`src/bsa_pkg.sv`:
```
// ----------------------------------------------------------------------------
// bsa_pkg
// Shared constants, codes and control types for the bitmap slot allocator.
// ----------------------------------------------------------------------------
package bsa_pkg;

  localparam int NUM_POOLS_DEF        = 4;
  localparam int ENTRIES_PER_POOL_DEF = 1024;

  localparam int WORD_BITS = 32;
  localparam int BIT_AW    = 5;
  localparam int OP_W      = 2;
  localparam int SLOT_W    = 12;
  localparam int COUNT_W   = 13;
  localparam int STATUS_W  = 2;

  // pool_size is 13 bits, so no entry at or past 2**13 is ever usable
  localparam int MAX_WORDS       = (2 ** COUNT_W) / WORD_BITS;
  localparam int USE_WORDS_W     = $clog2(MAX_WORDS + 1);
  localparam int POOL_SIZE_RESET = 4096;

  localparam logic [OP_W-1:0] OP_ALLOC = 2'd0;
  localparam logic [OP_W-1:0] OP_FREE  = 2'd1;
  localparam logic [OP_W-1:0] OP_QUERY = 2'd2;

  localparam logic [STATUS_W-1:0] ST_OK   = 2'd0;
  localparam logic [STATUS_W-1:0] ST_FULL = 2'd1;
  localparam logic [STATUS_W-1:0] ST_BAD  = 2'd2;

  typedef struct packed {
    logic capture;
    logic find;
    logic read;
    logic commit;
  } bsa_cmd_t;

  typedef struct packed {
    logic out_busy;
  } bsa_stat_t;

endpackage

```
`src/bsa_ctrl.sv`:
```
// ----------------------------------------------------------------------------
// bsa_ctrl
// Sequencer: steps one request through find (allocate only), bitmap read (allocate and free) and commit.
// ----------------------------------------------------------------------------
module bsa_ctrl (
  input  logic                      clk,
  input  logic                      rst,
  input  logic                      in_valid,
  input  logic [bsa_pkg::OP_W-1:0]  operation,
  input  bsa_pkg::bsa_stat_t        stat,
  output logic                      in_stall,
  output bsa_pkg::bsa_cmd_t         cmd
);

  typedef enum logic [3:0] {
    S_IDLE = 4'b0001,
    S_FIND = 4'b0010,
    S_READ = 4'b0100,
    S_EXEC = 4'b1000
  } state_t;

  state_t state;
  state_t state_next;

  always_comb begin
    in_stall    = (state != S_IDLE);
    cmd.capture = (state == S_IDLE) && in_valid;
    cmd.find    = (state == S_FIND);
    cmd.read    = (state == S_READ);
    cmd.commit  = (state == S_EXEC) && !stat.out_busy;
  end

  always_comb begin
    state_next = state;
    case (state)
      S_IDLE: begin
        if (in_valid) begin
          case (operation)
            bsa_pkg::OP_ALLOC: state_next = S_FIND;
            bsa_pkg::OP_FREE:  state_next = S_READ;
            default:           state_next = S_EXEC;
          endcase
        end
      end
      S_FIND: state_next = S_READ;
      S_READ: state_next = S_EXEC;
      S_EXEC: begin
        if (!stat.out_busy) begin
          state_next = S_IDLE;
        end
      end
      default: state_next = S_IDLE;
    endcase
  end

  always_ff @(posedge clk) begin
    if (rst) begin
      state <= S_IDLE;
    end else begin
      state <= state_next;
    end
  end

endmodule

```
`config.mk`:
```
export PLATFORM = sky130hd
export DESIGN_NAME = bsa_ctrl
export DESIGN_NICKNAME = d
export VERILOG_FILES = /design/src/bsa_pkg.sv /design/src/bsa_ctrl.sv
export SDC_FILE = /design/constraint.sdc
export NUM_CORES = 1
export LEC_CHECK = 0
export BUFFER_PORTS_ARGS = -buffer_cell sky130_fd_sc_hd__buf_2
export CORE_AREA = 5 5 42 44
export DETAILED_ROUTE_END_ITERATION = 8
export DIE_AREA = 0 0 47 49
export PLACE_DENSITY = 0.43
export SKIP_LAST_GASP = 1
export SLEW_MARGIN = 30
export SYNTH_ARGS = -nofsm -noshare
export SYNTH_HDL_FRONTEND = slang
export SYNTH_SLANG_ARGS = --single-unit
```
`constraint.sdc`:
```
create_clock -name clk -period 1.15 [get_ports clk]
set_input_delay 0.23 -clock clk [delete_from_list [all_inputs] [get_ports clk]]
set_output_delay 0.23 -clock clk [all_outputs]
set_load 0.1 [all_outputs]
```
# Yosys cells after proc, flatten, opt, wreduce, memory -nomap -nowiden
# Cells that the tools add are included.
totals:
  register_bits: 4
  out_inout_bits: 5
op_classes:
  n_eq_ne: 8
  n_mux: 4
  n_reduce_logical: 5
op_table:
  columns: ["operator", "count"]
  rows:
  - ["4-bit one-hot mux with 4 select lines", 1]
  - ["4-bit 2-to-1 mux", 2]
  - ["4-bit one-hot mux with 2 select lines", 1]
  - ["4-bit by 1-bit == test with 1-bit output, second input constant", 1]
  - ["4-bit by 2-bit == test with 1-bit output, second input constant", 1]
  - ["4-bit by 3-bit == test with 1-bit output, second input constant", 1]
  - ["4-bit == test, second input constant", 1]
  - ["2-bit != test, second input constant", 2]
  - ["4-bit by 1-bit != test with 1-bit output, second input constant", 1]
  - ["2-bit by 1-bit == test with 1-bit output, second input constant", 1]
  - ["1-bit logical AND", 2]
  - ["2-bit logical NOT", 1]
  - ["2-bit AND reduction", 1]
  - ["1-bit logical NOT", 1]

# Depth between registers and ports, before layout
# Gate-level depths: netlist of run 1.
depth:
  depth_word: 4
  depth_mapped: 4
  ltp_nobuf: 3

# Least setup slack after synthesis of run 1
# No wires, ideal clock.
synth_path:
  path_kind: "reg2reg"
  startpoint: "register state[1]"
  endpoint: "register state[2]"
  arrival_ns: 3.918
  required_time_ns: 1.059
  setup_slack_ns: -2.859
  path_stages_with_launch: 5
  path_buffers: 1
  path_cell_list: "dfxtp_1 > clkbuf_2 > nor4b_1 > a31oi_1 > nor3_1"
synth_lines:
  columns: ["item", "line", "source"]
  rows:
  - ["from (decl)", "bsa_ctrl.sv:22", "state_t state;"]
  - ["from (signal assigned)", "bsa_ctrl.sv:60", "state <= state_next;"]

==> results of run 1 <==
==> metal layers <==
metal	track usage	vias up	part of all wire
met5	0	-	0
met4	0.0968	0	0.029
met3	0.0295	3	0.056
met2	0.158	10	0.55
met1	0.105	162	0.36
li1	-	171	-
==> final cells by class <==
class                   count  area [sq um]
clock buffers               4          26.3
inverters                   3          11.3
well taps                  16          20.0
fillers                   142           713
multi-input cells          21           251
repair buffers             29           287
flip-flops and latches      4          92.6
==> final timing paths <==
path                         startpoint                    end  slack, ps  cells past startpoint
setup / recovery  state[0]$_SDFFE_PP1P_                 cmd[1]       -390                      3
hold / removal             operation[0]  state[1]$_SDFFE_PP0P_        170                      2
setup reg to reg  state[3]$_SDFFE_PP0P_  state[3]$_SDFFE_PP0P_       -180                      4
hold reg to reg   state[2]$_SDFFE_PP0P_  state[1]$_SDFFE_PP0P_        700                      4
==> through the flow <==
step           hold slack [ps]  std cells
6_report                   173         77
5_1_grt                    162         77
4_1_cts                    153         78
3_5_place_dp               422         70
3_3_place_gp               408         70
2_1_floorplan              302         30
==> power groups by stage <==
stage	clock network [mW]	logic, mW	registers, mW
CTS	0.208	0.769	0.211
finish	0.199	0.871	0.217
global route	0.230	0.914	0.221
global placement	0	0.671	0.209
detailed placement	0	0.676	0.211
floorplan	0	0.454	0.207
==> synth_stat cells <==
master and instances:
dfxtp_1 4, inv_1 3, nor4_1 3, nand2_1 2, nor3_1 2, a211oi_2 1
a21o_1 1, a21oi_1 1, a31oi_1 1, buf_4 1, clkbuf_2 1, nand3b_1 1
nor2_1 1, nor4b_1 1, nor4b_2 1, nor4b_4 1, o21a_1 1, o31ai_1 1
or2b_1 1, or3b_1 1, xnor2_1 1
==> cells by family after synthesis <==
kind of cell / count (synthesis)
AOI/OAI and AO/OA: 6
xor gates and xnor gates: 1
buffers and inverters: 5
DFF: 4
and+or+nand+nor: 14
==> what timing repair did <==
action                                  4_1_cts  5_1_grt
resized for setup                             9       12
pin swaps                                     8        4
setup buffers                                 5        3
endpoints found under the setup margin        9        9
==> impl_metrics.csv, run 1 <==
group,metric,value,unit
outcome,status,"complete, but fails checks",
outcome,violations,"negative setup slack",
layout,drive_above_1_share,0.803,
timing,finalSetupTns,-2410,ps
die,ios,11,
power_and_ir_drop,comb_power_share,0.677,
cts,cts_tree,"done",
cts,clock_latency,240,ps
grt,antenna_found_initial,0,
power_and_ir_drop,power-per-cell-area,1870,mW/mm^2
worst_setup_path,path_buf_inv,2,
synthesis,synth_nets,36,
worst_setup_path,cp_slowest_cell,"dfxtp_4",
power_and_ir_drop,p_switching,0.561,mW
grt,grt_remaining_overflow,0,
die,std_cell_rows,14,
worst_setup_path,cp.required,920,ps
placement,dpl_cell_area,559,sq um
synthesis,yosys.area.top_type,"dfxtp_1",
detailed_routing,drcViolationCount,0,
timing,hold_violations,0,
timing,fmax,0.650,GHz
synthesis,synthMuxAreaShare,0,
synthesis,yosys.area_share.simple,0.412,
layout,final_common_cell,"buf_4",
power_and_ir_drop,power.leakage,0.287,nW
cts,clock_sinks,4,
cts,numCtsBuffers,3,
synthesis,synth_fa_ha_area_frac,0,
die,dieArea,0.00230,sq mm
detailed_routing,firstDrtPassIters,2,
power_and_ir_drop,switching_share,0.436,
synthesis,synthCells,30,
power_and_ir_drop,seq_power_share,0.169,
synthesis,yosys.area_share.xor_xnor,0.0324,
grt,grt_pass1_wl,1680,um
cts,cts-htree-levels,1,
die,fp.coreArea,0.00140,sq mm
synthesis,yosysWarnings,0,
detailed_routing,vias,346,
layout,final_cell_mix,"buf_4 (14), buf_2 (5), buf_12 (5), buf_6 (5)",
placement,dp_slack,-198,ps
die,start_util,0.193,
synthesis,synth_compound_area_frac,0.171,
detailed_routing,viasPerCell,4.49,
detailed_routing,wire_per_inst,12.5,um
timing,setup_viol,9,
layout,fin_util,0.491,
cts,cts_hold_buf,0,
power_and_ir_drop,ir_drop,1.44,mV
worst_setup_path,worstSetupStartpointType,"flop",
cts,cts_buffer_depth,2,
timing,final.setup.worst_slack,-388,ps
layout,stdcell_area,688,sq um
synthesis,synth_cell_types,21,
worst_setup_path,cp_cell_sequence,"buf_4 > nor4b_4 > buf_12",
layout,antennaDiodeCount,0,
power_and_ir_drop,internal-power,0.726,mW
die,dieHeight,49,um
die,die_w,47,um
grt,grt_max_degree,6,
worst_setup_path,cpPeakStageDelay,350,ps
synthesis,synth_largest_type_area_fraction,0.296,
synthesis,ys_seq_area_frac,0.296,
timing,fin_crit_sh,1.34,
worst_setup_path,critPathMaxFanout,5,
synthesis,mappedNetlistArea,270,sq um
timing,fin_skew,4.50,ps
power_and_ir_drop,p_clk_frac,0.155,
worst_setup_path,end_kind,"output pin",
worst_hold_path,hold_path_class,"primary input to flop",
timing,tightest_slew,309,ps
worst_setup_path,criticalPathCategory,"flop to output pin",
layout,area_delta_synth_final,155,%
synthesis,synth-seq-cells,4,
grt,track_usage,0.103,
timing,rsz0062_at_grt,"true",
grt,grt_pass1_vias,391,
timing,slew_violations,0,
detailed_routing,drt_wl_total,963,um
layout,largest_registers,"state (4)",
cts,path_clk_slew,40,ps
placement,place_hpwl,725,um
job,max-cap-violations,0,
detailed_routing,drt-initial-drc-count,1,
placement,port_buffers,10,
power_and_ir_drop,power,1.29,mW
timing,min_period,1540,ps
synthesis,syn_avg_cell_area,9.01,sq um
layout,final_nets,68,
timing,slew_headroom,0.793,
cts,root_buffer,"clkbuf_4",
layout,regMostFlops,"state",
worst_setup_path,cp_top_family,"buffers and inverters",
synthesis,synth_top_family_by_area,"simple AND/OR/NAND/NOR gates",
placement,routabilityCongestion,0.662,
worst_setup_path,arrival,1310,ps
synthesis,synth_area_leaders,"dfxtp_1 (30%), nor4b_4 (8.8%), nor4_1 (6.9%)",
detailed_routing,antenna_left,0,
layout,largest_reg_flops,4,
(Power assumes the default switching activity.)
==> inputs of run 2 (changes only) <==
Settings changed: ABC_AREA from default to 1, PLACE_DENSITY 0.43 to 0.44.
==> impl_metrics.csv, run 2 <==
group,metric,value,unit
cts,path_clk_slew,40,ps
die,start_util,0.208,
synthesis,synth_edf_count,0,
detailed_routing,drt-initial-drc-count,5,
timing,final.setup.worst_slack,-226,ps
cts,clock_latency,240,ps
worst_hold_path,hold_path_class,"primary input to flop",
layout,antennaDiodeCount,0,
layout,regMostFlops,"state",
timing,slew_violations,0,
worst_setup_path,arrival,1150,ps
layout,fin_util,0.416,
cts,clock_sinks,4,
die,fp.coreArea,0.00140,sq mm
detailed_routing,firstDrtPassIters,3,
power_and_ir_drop,power,1.97,mW
power_and_ir_drop,power.leakage,0.257,nW
synthesis,syn_avg_cell_area,7.29,sq um
cts,cts-htree-levels,1,
worst_setup_path,cp.required,920,ps
detailed_routing,drcViolationCount,0,
worst_setup_path,rrSetupSlack,-10,ps
worst_hold_path,min_from,"rst",
layout,ff_latch_area,85.1,sq um
synthesis,synthCells,40,
worst_setup_path,cp_slowest_cell,"dfxtp_2",
grt,track_usage,0.0677,
timing,fin_crit_sh,1.20,
cts,numCtsBuffers,3,
synthesis,synth_area_leaders,"dfxtp_1 (27%), nor2_2 (13%), nand3_1 (10%)",
worst_setup_path,rr_startpoint,"state[3]$_SDFFE_PP0P_",
detailed_routing,drt_wl_total,632,um
grt,grt_pass1_vias,248,
timing,min_period,1380,ps
placement,routabilityCongestion,0.690,
worst_setup_path,path_buf_inv,2,
cts,root_buffer,"clkbuf_4",
grt,grt_max_degree,5,
job,max-cap-violations,0,
synthesis,synth-seq-cells,4,
worst_setup_path,critPathMaxFanout,3,
worst_hold_path,whs_path_depth,2,
timing,slew_headroom,0.874,
timing,tightest_slew,189,ps
synthesis,yosys.area.top_type,"dfxtp_1",
grt,grt_remaining_overflow,0,
grt,antenna_found_initial,0,
worst_setup_path,cp_top_family,"flip-flops",
layout,drive_above_1_share,0.758,
grt,grt_pass1_wl,952,um
worst_setup_path,crit_top_cell,"nor2_4",
layout,largest_registers,"state (4)",
power_and_ir_drop,ir_drop,2.26,mV
synthesis,yosys.area_share.simple,0.609,
layout,final_nets,70,
cts,cts_tree,"done",
placement,port_buffers,10,
outcome,violations,"negative setup slack",
worst_setup_path,criticalPathCategory,"flop to output pin",
synthesis,synth_largest_type_area_fraction,0.275,
worst_hold_path,hold_path_end,"state[1]$_SDFFE_PP0P_",
die,dieArea,0.00230,sq mm
timing,rsz0062_at_grt,"true",
layout,final_common_cell,"buf_4",
timing,fin_skew,1.29,ps
synthesis,synth_top_family_by_area,"simple AND/OR/NAND/NOR gates",
placement,place_hpwl,536,um
worst_setup_path,cp_cell_sequence,"inv_2 > nor2_4 > nand2_8 > nor2_4 > buf_12",
synthesis,synth_ff_type,"dfxtp_1",
die,ios,11,
detailed_routing,wire_per_inst,8.10,um
outcome,status,"complete, but fails checks",
layout,stdcell_area,583,sq um
die,die_w,47,um
worst_setup_path,end_kind,"output pin",
synthesis,synth_fa_ha_area_frac,0,
synthesis,synth_cell_types,13,
timing,hold_violations,0,
worst_setup_path,ff2ff_path_depth,6,
timing,fmax,0.727,GHz
synthesis,synthMuxAreaShare,0,
synthesis,yosys.area_share.xor_xnor,0,
synthesis,ys_seq_area_frac,0.275,
die,std_cell_rows,14,
synthesis,synthArstFlopShare,0,
synthesis,synth_nets,46,
detailed_routing,vias,299,
synthesis,synth_common_cells,"nand3_1 (6), nor2_2 (6), inv_1 (5), nand2_1 (5)",
synthesis,mappedNetlistArea,292,sq um
cts,cts_buffer_depth,2,
die,dieHeight,49,um
detailed_routing,viasPerCell,3.83,
worst_setup_path,cpPeakStageDelay,350,ps
detailed_routing,antenna_left,0,
timing,setup_viol,7,
worst_setup_path,worstSetupStartpointType,"flop",
layout,largest_reg_flops,4,
power_and_ir_drop,power-per-cell-area,3370,mW/mm^2
layout,fillers,147,
layout,area_delta_synth_final,100,%
placement,dpl_cell_area,537,sq um
synthesis,yosysWarnings,0,
layout,multi_input_area,229,sq um
synthesis,synth_compound_area_frac,0.0258,
worst_setup_path,reg2reg_to,"state[0]$_SDFFE_PP1P_",
==> run 2: logic make-up after synthesis <==
| family | after synthesis |
|---|---|
| flops | 4 |
| buf+inv | 7 |
| compound gates | 1 |
| simple gates | 28 |
==> run 2: what timing repair did <==
item	in CTS	in global routing
hold buffers	0	0
gates cloned	0	0
endpoints found under the setup margin	5	7
pin swaps	4	3
setup buffers	1	1
hold endpoints to repair	0	0
gates resized for setup	3	0
==> run 2: power by group <==
part | internal, mW | total (mW) | switching (mW)
logic | 0.611 | 1.52 | 0.908
clock network | 0.117 | 0.179 | 0.0618
registers | 0.204 | 0.268 | 0.0640
==> run 2: layout make-up <==
cell class,count,area share
Multi-Input combinational cell,29,0.393
Clock buffer,3,0.0386
Timing Repair Buffer,19,0.330
Sequential cell,4,0.146
Tap cell,16,0.0343
Inverter,7,0.0579
==> run 2: worst reg2reg max path, cell delays in order, from the launching register on <==
cell and delay (ps):
dfxtp_2 330, nor2_4 190, nand3_2 120, buf_4 150, buf_4 120, nand3_1 70
o21bai_1 60
==> run 2: worst max-delay path by stage <==
stage | depth (start not counted) | startpoint | endpoint
2_1_floorplan | 4 | state[0]$_SDFFE_PP1P_ | cmd[3]
5_1_grt | 5 | state[0]$_SDFFE_PP1P_ | cmd[3]
3_5_place_dp | 5 | state[0]$_SDFFE_PP1P_ | cmd[3]
6_report | 5 | state[0]$_SDFFE_PP1P_ | cmd[3]
3_3_place_gp | 5 | state[0]$_SDFFE_PP1P_ | cmd[3]
4_1_cts | 4 | state[2]$_SDFFE_PP0P_ | cmd[2]
==> run 2: metal layers <==
metal  part of all wire  vias up  wire length [um]  global-route usage
met3              0.044        0                28              0.0332
met5                  0        -                 0                   0
met2               0.50        6               313              0.0724
li1                   -      169                 -                   -
met4                  0        0                 0              0.0968
met1               0.46      124               290              0.0749
==> run 2: through the flow <==
step	setup TNS (ps)	cells	worst slack [ps]	hold slack, ps
after floorplan	-683	40	-382	301
after global placement	-6.58	73	-6.58	414
after detailed placement	-9.57	73	-4.92	411
after CTS	-1060	77	-253	158
after global routing	-1380	78	-287	154
final	-953	78	-226	165
